## src/design/skhct_pkg.sv

```systemverilog
// ----------------------------------------------------------------------------
// skhct_pkg
// shared types, codes and constants of the string key hash counter table
// ----------------------------------------------------------------------------
package skhct_pkg;

    localparam int TABLE_SLOTS_DEF   = 59;
    localparam int KEY_BYTES_MAX_DEF = 19;

    localparam logic [63:0] HASH_SEED  = 64'd5381;
    localparam int          HASH_SHIFT = 5;
    localparam int          PROBE_STEP = 7;
    localparam logic [15:0] COUNT_MAX  = 16'hFFFF;
    localparam logic [31:0] COLL_MAX   = 32'hFFFF_FFFF;

    typedef enum logic [2:0] {
        ST_NEW   = 3'd0,
        ST_INC   = 3'd1,
        ST_FOUND = 3'd2,
        ST_MISS  = 3'd3,
        ST_FULL  = 3'd4,
        ST_BAD   = 3'd5
    } t_status;

    typedef enum logic [3:0] {
        S_IDLE,
        S_MOD,
        S_HOME,
        S_PRB_RD,
        S_PRB_CK,
        S_CMP_RD,
        S_CMP_CK,
        S_NEXT,
        S_COPY,
        S_OUT
    } t_state;

    // controller to datapath
    typedef struct packed {
        logic    hash_en;
        logic    key_clear;
        logic    mod_start;
        logic    mod_step;
        logic    probe_start;
        logic    probe_rd;
        logic    probe_next;
        logic    cmp_start;
        logic    cmp_rd;
        logic    cmp_next;
        logic    copy_wr;
        logic    ins_new;
        logic    inc_wr;
        logic    res_load;
        t_status res_code;
    } t_dp_cmd;

    // datapath to controller
    typedef struct packed {
        logic in_bad;
        logic is_lookup;
        logic mod_last;
        logic slot_empty;
        logic len_eq;
        logic byte_eq;
        logic j_last;
        logic probe_end;
    } t_dp_sts;

endpackage

```

## src/design/skhct_ctrl.sv

```systemverilog
// ----------------------------------------------------------------------------
// skhct_ctrl
// sequencer for key receive, reduction, probing, compare, copy and result
// ----------------------------------------------------------------------------
module skhct_ctrl (
    input  logic               i_clk,
    input  logic               i_rst_n,
    input  logic               i_in_valid,
    input  logic               i_in_last,
    output logic               o_in_ready,
    output logic               o_out_valid,
    input  logic               i_out_ready,
    output skhct_pkg::t_dp_cmd o_cmd,
    input  skhct_pkg::t_dp_sts i_sts
);

    skhct_pkg::t_state r_state;
    skhct_pkg::t_state n_state;

    always_ff @(posedge i_clk) begin
        if (!i_rst_n) begin
            r_state <= skhct_pkg::S_IDLE;
        end else begin
            r_state <= n_state;
        end
    end

    always_comb begin
        n_state     = r_state;
        o_cmd       = '0;
        o_cmd.res_code = skhct_pkg::ST_BAD;
        o_in_ready  = 1'b0;
        o_out_valid = 1'b0;
        unique case (r_state)
            skhct_pkg::S_IDLE: begin
                o_in_ready = 1'b1;
                if (i_in_valid) begin
                    o_cmd.hash_en = 1'b1;
                    if (i_in_last) begin
                        if (i_sts.in_bad) begin
                            o_cmd.res_load = 1'b1;
                            o_cmd.res_code = skhct_pkg::ST_BAD;
                            n_state        = skhct_pkg::S_OUT;
                        end else begin
                            o_cmd.mod_start = 1'b1;
                            n_state         = skhct_pkg::S_MOD;
                        end
                    end
                end
            end
            skhct_pkg::S_MOD: begin
                o_cmd.mod_step = 1'b1;
                if (i_sts.mod_last) begin
                    n_state = skhct_pkg::S_HOME;
                end
            end
            skhct_pkg::S_HOME: begin
                o_cmd.probe_start = 1'b1;
                n_state           = skhct_pkg::S_PRB_RD;
            end
            skhct_pkg::S_PRB_RD: begin
                o_cmd.probe_rd = 1'b1;
                n_state        = skhct_pkg::S_PRB_CK;
            end
            skhct_pkg::S_PRB_CK: begin
                if (i_sts.slot_empty) begin
                    if (i_sts.is_lookup) begin
                        o_cmd.res_load = 1'b1;
                        o_cmd.res_code = skhct_pkg::ST_MISS;
                        n_state        = skhct_pkg::S_OUT;
                    end else begin
                        o_cmd.cmp_start = 1'b1;
                        n_state         = skhct_pkg::S_COPY;
                    end
                end else if (!i_sts.len_eq) begin
                    n_state = skhct_pkg::S_NEXT;
                end else begin
                    o_cmd.cmp_start = 1'b1;
                    n_state         = skhct_pkg::S_CMP_RD;
                end
            end
            skhct_pkg::S_CMP_RD: begin
                o_cmd.cmp_rd = 1'b1;
                n_state      = skhct_pkg::S_CMP_CK;
            end
            skhct_pkg::S_CMP_CK: begin
                if (!i_sts.byte_eq) begin
                    n_state = skhct_pkg::S_NEXT;
                end else if (i_sts.j_last) begin
                    o_cmd.res_load = 1'b1;
                    if (i_sts.is_lookup) begin
                        o_cmd.res_code = skhct_pkg::ST_FOUND;
                    end else begin
                        o_cmd.res_code = skhct_pkg::ST_INC;
                        o_cmd.inc_wr   = 1'b1;
                    end
                    n_state = skhct_pkg::S_OUT;
                end else begin
                    o_cmd.cmp_next = 1'b1;
                    n_state        = skhct_pkg::S_CMP_RD;
                end
            end
            skhct_pkg::S_NEXT: begin
                o_cmd.probe_next = 1'b1;
                if (i_sts.probe_end) begin
                    o_cmd.res_load = 1'b1;
                    o_cmd.res_code = i_sts.is_lookup ? skhct_pkg::ST_MISS
                                                     : skhct_pkg::ST_FULL;
                    n_state        = skhct_pkg::S_OUT;
                end else begin
                    n_state = skhct_pkg::S_PRB_RD;
                end
            end
            skhct_pkg::S_COPY: begin
                o_cmd.copy_wr = 1'b1;
                if (i_sts.j_last) begin
                    o_cmd.ins_new  = 1'b1;
                    o_cmd.res_load = 1'b1;
                    o_cmd.res_code = skhct_pkg::ST_NEW;
                    n_state        = skhct_pkg::S_OUT;
                end
            end
            skhct_pkg::S_OUT: begin
                o_out_valid = 1'b1;
                if (i_out_ready) begin
                    o_cmd.key_clear = 1'b1;
                    n_state         = skhct_pkg::S_IDLE;
                end
            end
            default: begin
                n_state = skhct_pkg::S_IDLE;
            end
        endcase
    end

endmodule

```

## config.mk

```make
export PLATFORM = sky130hd
export DESIGN_NAME = skhct_ctrl
export DESIGN_NICKNAME = d
export VERILOG_FILES = /design/src/design/skhct_pkg.sv /design/src/design/skhct_ctrl.sv
export SDC_FILE = /design/constraint.sdc
export NUM_CORES = 1
export LEC_CHECK = 0
export BUFFER_PORTS_ARGS = -buffer_cell sky130_fd_sc_hd__buf_2
export CAP_MARGIN = 5
export CORE_AREA = 3 3 42 44
export CTS_BUF_LIST = sky130_fd_sc_hd__clkbuf_8
export CTS_CLUSTER_SIZE = 12
export DETAILED_ROUTE_END_ITERATION = 8
export DIE_AREA = 0 0 45 47
export PLACE_DENSITY = 0.77
export SLEW_MARGIN = 20
export SYNTH_ARGS = -nofsm -noshare
export SYNTH_HDL_FRONTEND = slang
export SYNTH_SLANG_ARGS = --single-unit
```

## constraint.sdc

```tcl
create_clock -name i_clk -period 2 [get_ports i_clk]
set_input_delay 0.3 -clock i_clk [delete_from_list [all_inputs] [get_ports i_clk]]
set_output_delay 0.3 -clock i_clk [all_outputs]
set_load 0.01 [all_outputs]
```

After elaboration in Yosys (flattened, before gate mapping)
Index checks and enable logic that the tools add are counted. W data, S select, Z words.

Bits in registers: 4. Input port bits: 13. Output and inout bits: 19. Word-level logic and storage cells: 67.

Eq/ne operators: 14. Mux-type cells: 50. Reduce and logical (&&, ||, !) cells: 2.

Operators by type and width (number): $mux W4 (17); $pmux W4 S10 (1); $mux W1 (25); $pmux W4 S5 (1); $eq A4 B3 Y1 const B (4); $mux W5 (2); $ne A2 B2 Y1 const B (5); $eq A4 B2 Y1 const B (2); $eq A4 B4 Y1 const B (2); $mux W2 (3); $reduce_and A5 Y1 (1); $eq A4 B1 Y1 const B (1); $logic_not A4 Y1 (1); $mux W3 (1).

Logic depth before layout (Yosys ltp)
Gate-level depths: netlist (run 1).

Depth in word-level cells: 4. Gate-level depth with buffers: 7.

Least setup slack after synthesis (run 1)
Ideal clock, no wire load.

Path type: flip-flop to output port. Start: register r_state[0]. End: output port o_cmd[14] (netlist bit). Data arrival time: 1417 ps. Required time: 1700 ps. Slack: 283 ps. Stages on the path, launching flop included: 7. Path buffers: 2. Path through: dfxtp_1 -> buf_6 -> buf_2 -> nor4_2 -> and2_1 -> nand2_1 -> nor2_1.

RTL lines: start: declaration (RTL line skhct_ctrl.sv:17) `skhct_pkg::t_state r_state;`; start signal: assignment (RTL line skhct_ctrl.sv:22) `r_state <= skhct_pkg::S_IDLE;`; start signal: assignment (RTL line skhct_ctrl.sv:24) `r_state <= n_state;`; end: declaration (RTL line skhct_ctrl.sv:13) `output skhct_pkg::t_dp_cmd o_cmd,`.

==> results of run 1 <==
-- worst max-delay path by stage --
stage               start         to  depth (start not counted)
3_3_place_gp   r_state[2]   o_cmd[2]                          5
4_1_cts        r_state[1]   o_cmd[0]                          5
6_report       r_state[3]   o_cmd[2]                          6
5_1_grt        r_state[2]   o_cmd[1]                          6
3_5_place_dp   r_state[2]   o_cmd[2]                          5
2_1_floorplan  r_state[0]  o_cmd[14]                          6
-- power by group through the flow --
stage	Sequential, mW	Clock [mW]	Combinational [mW]
final	0.163	0.167	0.475
after floorplan	0.108	0	0.380
after global routing	0.167	0.179	0.525
after detailed placement	0.154	0	0.470
after CTS	0.156	0.174	0.473
after global placement	0.149	0	0.468
-- timing repair --
| item | in CTS | in global routing |
|---|---|---|
| setup buffers | 0 | 0 |
| pin swaps | 0 | 1 |
| endpoints found under the hold margin | 0 | 0 |
| resized for setup | 2 | 4 |
| setup endpoints to repair | 2 | 4 |
-- worst max-delay path, delay by kind of cell, from the launching register on --
kind | cells | cell delay (ns)
buffers and inverters | 2 | 0.32
flip-flops | 1 | 0.33
AO/OA/AOI/OAI | 2 | 0.11
AND/OR/NAND/NOR | 2 | 0.64
-- cell families (layout without fill, tap and decap cells) --
logic type | Yosys count | after routing | share of synthesized area
buf+inv | 13 | 44 | 0.116
mux | 2 | 2 | 0.0309
compound gates | 23 | 23 | 0.259
simple gates | 50 | 50 | 0.471
flops | 4 | 4 | 0.124
-- metal layers --
metal | vias up | wire length [um] | GRT usage
met5 | - | 0 | 0
met1 | 383 | 781 | 0.240
met3 | 0 | 94 | 0.0307
met2 | 26 | 982 | 0.325
met4 | 0 | 0 | 0.0526
li1 | 399 | - | -
-- layout make-up --
| class | instances | area (um^2) |
|---|---|---|
| Clock buffer | 3 | 41.3 |
| Fill cell | 146 | 602 |
| Inverter | 3 | 13.8 |
| Multi-Input combinational cell | 75 | 499 |
| Sequential cell | 4 | 87.6 |
| Tap cell | 16 | 20.0 |
| Timing Repair Buffer | 38 | 208 |
-- placed cells by master, fill, tap and decap left out, types with 2 or more instances in the layout --
master    instances
buf_2            31
nand2_1           9
nor2_1            8
nand2b_1          7
buf_4             7
a21oi_1           5
and2_1            4
nor3b_1           3
nor3_1            3
nand3_1           3
o21ai_0           3
clkbuf_8          3
dfxtp_2           3
nor4b_2           2
a22oi_1           2
a31oi_1           2
and3_1            2
mux2i_1           2
-- per-stage QoR --
stage | hold slack (ns) | cells | util | power, mW | worst slack (ns)
3_5_place_dp | 0.543 | 136 | 0.554 | 0.624 | 0.218
5_1_grt | 0.332 | 139 | 0.591 | 0.871 | 0.0255
2_1_floorplan | 0.418 | 92 | - | 0.488 | 0.283
3_3_place_gp | 0.536 | 136 | 0.554 | 0.617 | 0.236
4_1_cts | 0.320 | 139 | 0.583 | 0.803 | 0.00307
6_report | 0.327 | 139 | 0.591 | 0.805 | 0.0849
==> impl_metrics.py, run 1 <==
metrics = {
    "outcome": {
        "status": "finished clean",
    },
    "global_routing": {
        "first_global_vias": 740,
        "grt_max_degree": 14,
        "grt.overflow.total": 0,
        "grt_pass1_wl_um": 3100,
        "antenna_found_initial": 0,
        "grt_usage": 0.188,
    },
    "critical_path": {
        "criticalPathCategory": "flop to output pin",
        "crit_chain": "buf_4, or4b_1, nor2_1, a21oi_1, o221ai_1, buf_2",
        "startpoint_type": "flop",
        "crit_arrival_ns": 1.62,
        "r2r_slack_ns": 0.44,
        "critPathMaxStageDelay_ns": 0.51,
        "ff2ff_path_depth": 5,
        "timing.rr.end": "r_state[3]",
        "worst_ep_required_time_ns": 1.70,
        "cpMaxStageDelayCell": "or4b_1",
        "critPathMaxFanout": 9,
        "reg2reg_from": "r_state[1]",
        "endpoint_kind": "output pin",
    },
    "timing": {
        "fin_crit_sh": 0.958,
        "setup_tns_ns": 0,
        "finalHoldViolations": 0,
        "rsz0062_at_grt": "no",
        "tightestPinTransition_ns": 0.413,
        "fin_crit_ns": 1.92,
        "slew_violations": 0,
        "clock_skew_ns": 0.000590,
        "max_clock_freq_mhz": 522,
        "setup_viol": 0,
        "slew_headroom": 0.725,
    },
    "layout": {
        "fin_area_um2": 870,
        "top_regs": "r_state x4",
        "final_layout_size_suffix_gt1_frac": 0.431,
        "largest_reg_flops": 4,
        "n_antenna_cell": 0,
        "largest-register": "r_state",
        "area_growth_pct": 34.2,
        "finish.net_count": 138,
    },
    "synthesis": {
        "synth_common_cells": "nand2_1, nor2_1, nand2b_1, a21oi_1",
        "syn_nets": 105,
        "seq_area_frac_synth": 0.124,
        "ys_ff_latch": 4,
        "synth_top_flop_cell": "dfxtp_1",
        "synth_most_common_cell": "nand2_1",
        "syn_inst": 92,
        "syn_area_per_cell_um2": 7.04,
        "synth_top_cell_by_area": "dfxtp_1",
        "synth_area_leaders": "dfxtp_1, nand2b_1, nand2_1",
        "yosysWarningCount": 0,
        "synth-edff-count": 0,
        "netlist_area_um2": 648,
        "async_flop_share": 0,
        "post-synth-top-area-fraction": 0.124,
        "synth.distinct_cells": 43,
    },
    "min_path": {
        "min_to": "r_state[3]",
        "holdPathStages": 3,
        "hp-start": "i_rst_n",
        "hold_path.class": "input port to flop",
    },
    "cts": {
        "cts_made_buffers": 3,
        "htree_levels": 1,
        "clkSlewWorstSetupHoldPaths_ns": 0.03,
        "clk_latency_ns": 0.21,
        "cts_root_buf": "clkbuf_8",
        "cts_tree": "built",
        "clockBufferDepth": 2,
        "clock_sink_count": 4,
        "hold_buffers": 0,
    },
    "detailed_routing": {
        "wirelength_um": 1860,
        "remaining_drc_errors": 0,
        "drt_first_iter_violations": 21,
        "firstDrtPassIters": 4,
        "avgViaCountPerCell": 5.81,
        "vias": 808,
        "wire_per_inst_um": 13.4,
        "ant_nets": 0,
    },
    "floorplan": {
        "pin_count": 32,
        "start_util": 0.440,
        "core_um2": 1470,
        "die_area_um2": 2120,
        "die_h_um": 47,
        "die_w_um": 45,
        "num_rows": 14,
    },
    "power": {
        "leakagePower_nw": 0.394,
        "p_sw_uw": 342,
        "peakVddDrop_mv": 0.457,
        "p_sw_frac": 0.424,
        "power_density_nw_per_um2": 926,
        "clkPwrFrac": 0.208,
        "p_int_uw": 464,
        "seqPwrFrac": 0.202,
        "combPwrFrac": 0.590,
    },
    "placement": {
        "placed_area_um2": 815,
        "io_buffers": 31,
        "dp_hpwl_um": 1460,
        "gp_congestion": 0.911,
    },
    "job": {
        "drv_cap": 0,
    },
}
Note: power is estimated with default switching activity, not from simulation.
==> run 2, diff against run 1 <==
- clock period: 2 -> 2.08 ns (I/O delays scaled with it)
==> run 2 against run 1 <==
Effect of this change:
- global-route usage up 0.57 points
- first-iteration DRC count grew 62%
- largest power group unchanged
- register-to-register slack improved by 0.08 ns
- highest routed layer unchanged
==> impl_metrics.py, run 2 (synthesis results as in run 1) <==
metrics = {
    "min_path": {
        "hold_path.class": "input port to flop",
    },
    "timing": {
        "setup_tns_ns": 0,
        "setup_viol": 0,
        "fin_crit_sh": 0.946,
        "slew_headroom": 0.712,
        "rsz0062_at_grt": "no",
        "max_clock_freq_mhz": 508,
        "slew_violations": 0,
        "setup_slack_ns": 0.112,
        "finalHoldViolations": 0,
        "fin_crit_ns": 1.97,
        "clock_skew_ns": 0.00138,
        "tightestPinTransition_ns": 0.425,
    },
    "critical_path": {
        "crit_arrival_ns": 1.66,
        "reg2reg_from": "r_state[2]",
        "r2r_slack_ns": 0.52,
        "timing.rr.end": "r_state[3]",
        "criticalPathCategory": "flop to output pin",
        "crit_end": "o_cmd[2]",
        "ff2ff_path_depth": 6,
        "crit_start": "r_state[2]",
        "endpoint_kind": "output pin",
        "worst_ep_required_time_ns": 1.77,
        "startpoint_type": "flop",
        "critPathMaxFanout": 12,
    },
    "layout": {
        "n_antenna_cell": 0,
        "area_growth_pct": 34.6,
        "largest-register": "r_state",
        "mostFrequentLayoutCells": "buf_2, nand2_1, buf_4",
        "fin_cells": 141,
        "finish.net_count": 140,
        "largest_reg_flops": 4,
        "utilization": 0.593,
        "top_regs": "r_state x4",
        "final_layout_size_suffix_gt1_frac": 0.408,
        "layout_commonest_cell": "buf_2",
    },
    "global_routing": {
        "grt_usage": 0.194,
        "grt.overflow.total": 0,
        "grt_max_degree": 13,
        "first_global_vias": 750,
        "antenna_found_initial": 0,
        "grt_pass1_wl_um": 3170,
    },
    "floorplan": {
        "start_util": 0.440,
        "pin_count": 32,
        "die_h_um": 47,
        "die_w_um": 45,
        "die_area_um2": 2120,
        "core_um2": 1470,
        "num_rows": 14,
    },
    "detailed_routing": {
        "wirelength_um": 1870,
        "drt_first_iter_violations": 34,
        "firstDrtPassIters": 4,
        "ant_nets": 0,
        "avgViaCountPerCell": 5.82,
        "remaining_drc_errors": 0,
        "vias": 821,
        "wire_per_inst_um": 13.2,
    },
    "cts": {
        "cts_made_buffers": 3,
        "clockBufferDepth": 2,
        "clk_latency_ns": 0.21,
        "cts_root_buf": "clkbuf_8",
        "clkSlewWorstSetupHoldPaths_ns": 0.03,
        "htree_levels": 1,
        "clock_sink_count": 4,
        "cts_tree": "built",
    },
    "power": {
        "power_density_nw_per_um2": 886,
        "leakagePower_nw": 0.401,
        "peakVddDrop_mv": 0.447,
    },
    "placement": {
        "preCtsSetupSlack_ns": 0.348,
        "io_buffers": 31,
        "gp_congestion": 0.879,
        "dp_hpwl_um": 1430,
        "dp.cells": 138,
    },
    "outcome": {
        "status": "finished clean",
    },
    "job": {
        "drv_cap": 0,
    },
}
run 2: cell types whose count changed in the layout (fill, tap and decap cells not counted):
cell	before	now
dfxtp_1	0	3
nor4b_1	0	1
dfxtp_4	1	0
nor4b_2	2	1
buf_4	7	9
dfxtp_2	3	1
run 2: per-layer routing:
layer	global-route usage	up-vias	wire length (um)
li1	-	408	-
met1	0.250	373	797
met2	0.347	40	953
met3	0.0115	0	116
met4	0.0526	0	0
met5	0	-	0
run 2: worst max-delay path: stages, from the launching register on:
cell and delay [ns]:
dfxtp_1 0.53, or4b_1 0.50, nor2_1 0.13, a21oi_1 0.06, o221ai_1 0.07, buf_2 0.16
run 2: timing repair:
action | CTS | global route
hold buffers | 0 | 0
buffers inserted | 0 | 0
setup endpoints to repair | 0 | 2
resized for setup | 0 | 1
run 2: report_power, final:
| group | switching (mW) | internal [mW] |
|---|---|---|
| Combinational | 0.247 | 0.225 |
| Sequential | 0.0442 | 0.0978 |
| Clock | 0.0360 | 0.123 |
| Total | 0.327 | 0.445 |
run 2: cell type report:
class / instances / area [um^2]
fill: 139 / 599
tap: 16 / 20.0
sequential: 4 / 81.3
multi-input combinational: 75 / 493
clock buffer: 3 / 41.3
inverter: 3 / 13.8
timing repair buffer: 40 / 223
run 2: per-stage QoR:
step	hold slack, ns	cell area (um^2)	total power [mW]
6_report	0.342	872	0.772
5_1_grt	0.356	872	0.835
4_1_cts	0.344	871	0.774
3_5_place_dp	0.521	830	0.606
3_3_place_gp	0.521	830	0.599
2_1_floorplan	0.430	648	0.469
run 2: worst min path at each step:
stage	slack [ns]	start	depth (start not counted)	end
global route	0.36	i_rst_n	3	r_state[3]
global placement	0.52	r_state[3]	1	r_state[2]
detailed placement	0.52	r_state[3]	1	r_state[2]
CTS	0.34	i_rst_n	3	r_state[3]
finish	0.34	i_rst_n	3	r_state[3]
floorplan	0.43	i_rst_n	2	r_state[3]
==> run 3, diff against run 2 <==
- CORE_AREA: 3 3 42 44 -> 3 3 41 43
- DIE_AREA: 0 0 45 47 -> 0 0 44 46
- PLACE_DENSITY: 0.77 -> 0.8
- clock period: 2.08 -> 2.35 ns (I/O delays scaled with it)
==> run 3 against run 2 <==
Effect of this change:
- worst hold slack improved by 0.036 ns
- first-iteration DRC count rose by 24%
- global-route usage fell by 0.068 points
- wire length fell by 0.21%
- clock skew fell by 0.00077 ns
- critical endpoint is now o_cmd[1]
==> impl_metrics.py, run 3 (synthesis results as in run 1) <==
metrics = {
    "outcome": {
        "status": "finished clean",
    },
    "power": {
        "peakVddDrop_mv": 0.365,
        "clkPwrFrac": 0.221,
        "seqPwrFrac": 0.220,
        "power_density_nw_per_um2": 791,
        "p_sw_frac": 0.436,
        "combPwrFrac": 0.559,
        "leakagePower_nw": 0.374,
        "p_int_uw": 371,
        "p_sw_uw": 287,
    },
    "critical_path": {
        "startpoint_type": "flop",
        "worst_ep_required_time_ns": 2.00,
        "timing.rr.end": "r_state[3]",
        "critPathMaxFanout": 10,
        "criticalPathCategory": "flop to output pin",
        "reg2reg_from": "r_state[3]",
        "r2r_slack_ns": 0.58,
        "ff2ff_path_depth": 6,
        "crit_arrival_ns": 1.81,
        "endpoint_kind": "output pin",
    },
    "timing": {
        "setup_viol": 0,
        "slew_violations": 0,
        "slew_headroom": 0.636,
        "rsz0062_at_grt": "no",
        "tightestPinTransition_ns": 0.545,
        "clock_skew_ns": 0.000609,
        "setup_tns_ns": 0,
        "fin_crit_ns": 2.16,
        "fin_crit_sh": 0.920,
        "setup_slack_ns": 0.187,
        "max_clock_freq_mhz": 462,
        "finalHoldViolations": 0,
        "timing.hold.ws_ns": 0.378,
    },
    "detailed_routing": {
        "wire_per_inst_um": 13.8,
        "wirelength_um": 1860,
        "vias": 790,
        "ant_nets": 0,
        "remaining_drc_errors": 0,
        "drt_first_iter_violations": 42,
        "avgViaCountPerCell": 5.85,
        "firstDrtPassIters": 4,
    },
    "min_path": {
        "hp-start": "i_rst_n",
        "min_to": "r_state[3]",
        "holdPathStages": 3,
        "hold_path.class": "input port to flop",
    },
    "global_routing": {
        "antenna_found_initial": 0,
        "grt_pass1_wl_um": 2960,
        "grt.overflow.total": 0,
        "grt_max_degree": 19,
        "first_global_vias": 696,
        "grt_usage": 0.193,
    },
    "cts": {
        "cts_tree": "built",
        "cts_made_buffers": 3,
        "htree_levels": 1,
        "post_cts_buffers": 0,
        "clockBufferDepth": 2,
        "clk_latency_ns": 0.22,
        "clkSlewWorstSetupHoldPaths_ns": 0.03,
        "cts_root_buf": "clkbuf_8",
        "postCtsResizedCells": 0,
        "hold_buffers": 0,
        "clock_sink_count": 4,
    },
    "layout": {
        "final_layout_size_suffix_gt1_frac": 0.375,
        "layout_commonest_cell": "buf_2",
        "multi_input_comb_area_um2": 493,
        "seq_area_um2": 80.1,
        "n_antenna_cell": 0,
        "fin_cells": 135,
        "mostFrequentLayoutCells": "buf_2, nand2_1, nor2_1",
        "fillCellCount": 132,
        "finish.net_count": 135,
        "largest-register": "r_state",
        "largest_reg_flops": 4,
        "top_regs": "r_state x4",
        "area_growth_pct": 28.4,
    },
    "placement": {
        "gp_congestion": 0.896,
        "dp.cells": 132,
        "io_buffers": 31,
        "preCtsSetupSlack_ns": 0.443,
        "dp_hpwl_um": 1450,
    },
    "floorplan": {
        "die_area_um2": 2020,
        "start_util": 0.486,
        "core_um2": 1330,
        "die_w_um": 44,
        "num_rows": 13,
        "die_h_um": 46,
        "pin_count": 32,
    },
    "job": {
        "drv_cap": 0,
    },
}
[run 3: changes by cell type in the layout (fill, tap and decap cells not counted)]
cell,change
dfxtp_1,+1
dfxtp_2,-1
buf_4,-5
[run 3: per-layer routing]
layer  vias to the layer above  track usage  share of wire
li1                        398            -              -
met1                       358        0.239           0.42
met2                        32        0.326           0.49
met3                         2       0.0632          0.076
met4                         0       0.0361          0.010
met5                         -            0              0
[run 3: stage by stage]
stage,total power [mW],instance area (um^2),util
3_3_place_gp,0.501,791,0.593
4_1_cts,0.662,832,0.624
5_1_grt,0.706,832,0.624
6_report,0.658,832,0.624
3_5_place_dp,0.511,791,0.593
2_1_floorplan,0.415,648,-
[run 3: worst max-delay path by stage]
stage / endpoint / startpoint / slack [ns]
after floorplan: o_cmd[14] / r_state[0] / 0.58
after CTS: o_cmd[1] / r_state[3] / 0.21
after global placement: o_cmd[2] / r_state[2] / 0.48
after global routing: o_cmd[1] / r_state[0] / 0.06
final: o_cmd[1] / r_state[3] / 0.19
after detailed placement: o_cmd[1] / r_state[3] / 0.44
[run 3: layout make-up]
cell class | count | share of cell area
tap | 15 | 0.0226
clock buffer | 3 | 0.0496
sequential | 4 | 0.0962
multi-input combinational | 75 | 0.592
inverter | 3 | 0.0165
timing repair buffer | 35 | 0.223
[run 3: power groups by stage]
| stage | Sequential, mW | Clock, mW | Combinational (mW) |
|---|---|---|---|
| 3_5_place_dp | 0.145 | 0 | 0.366 |
| 5_1_grt | 0.152 | 0.155 | 0.400 |
| 6_report | 0.145 | 0.145 | 0.368 |
| 4_1_cts | 0.143 | 0.150 | 0.369 |
| 3_3_place_gp | 0.143 | 0 | 0.358 |
| 2_1_floorplan | 0.0915 | 0 | 0.324 |
[run 3: critical path, cell delays in order, from the launching register on]
cell and delay, ns:
dfxtp_1 0.50, buf_4 0.22, nor4bb_1 0.06, buf_4 0.19
a222oi_1 0.39, nor2_1 0.09, buf_2 0.15
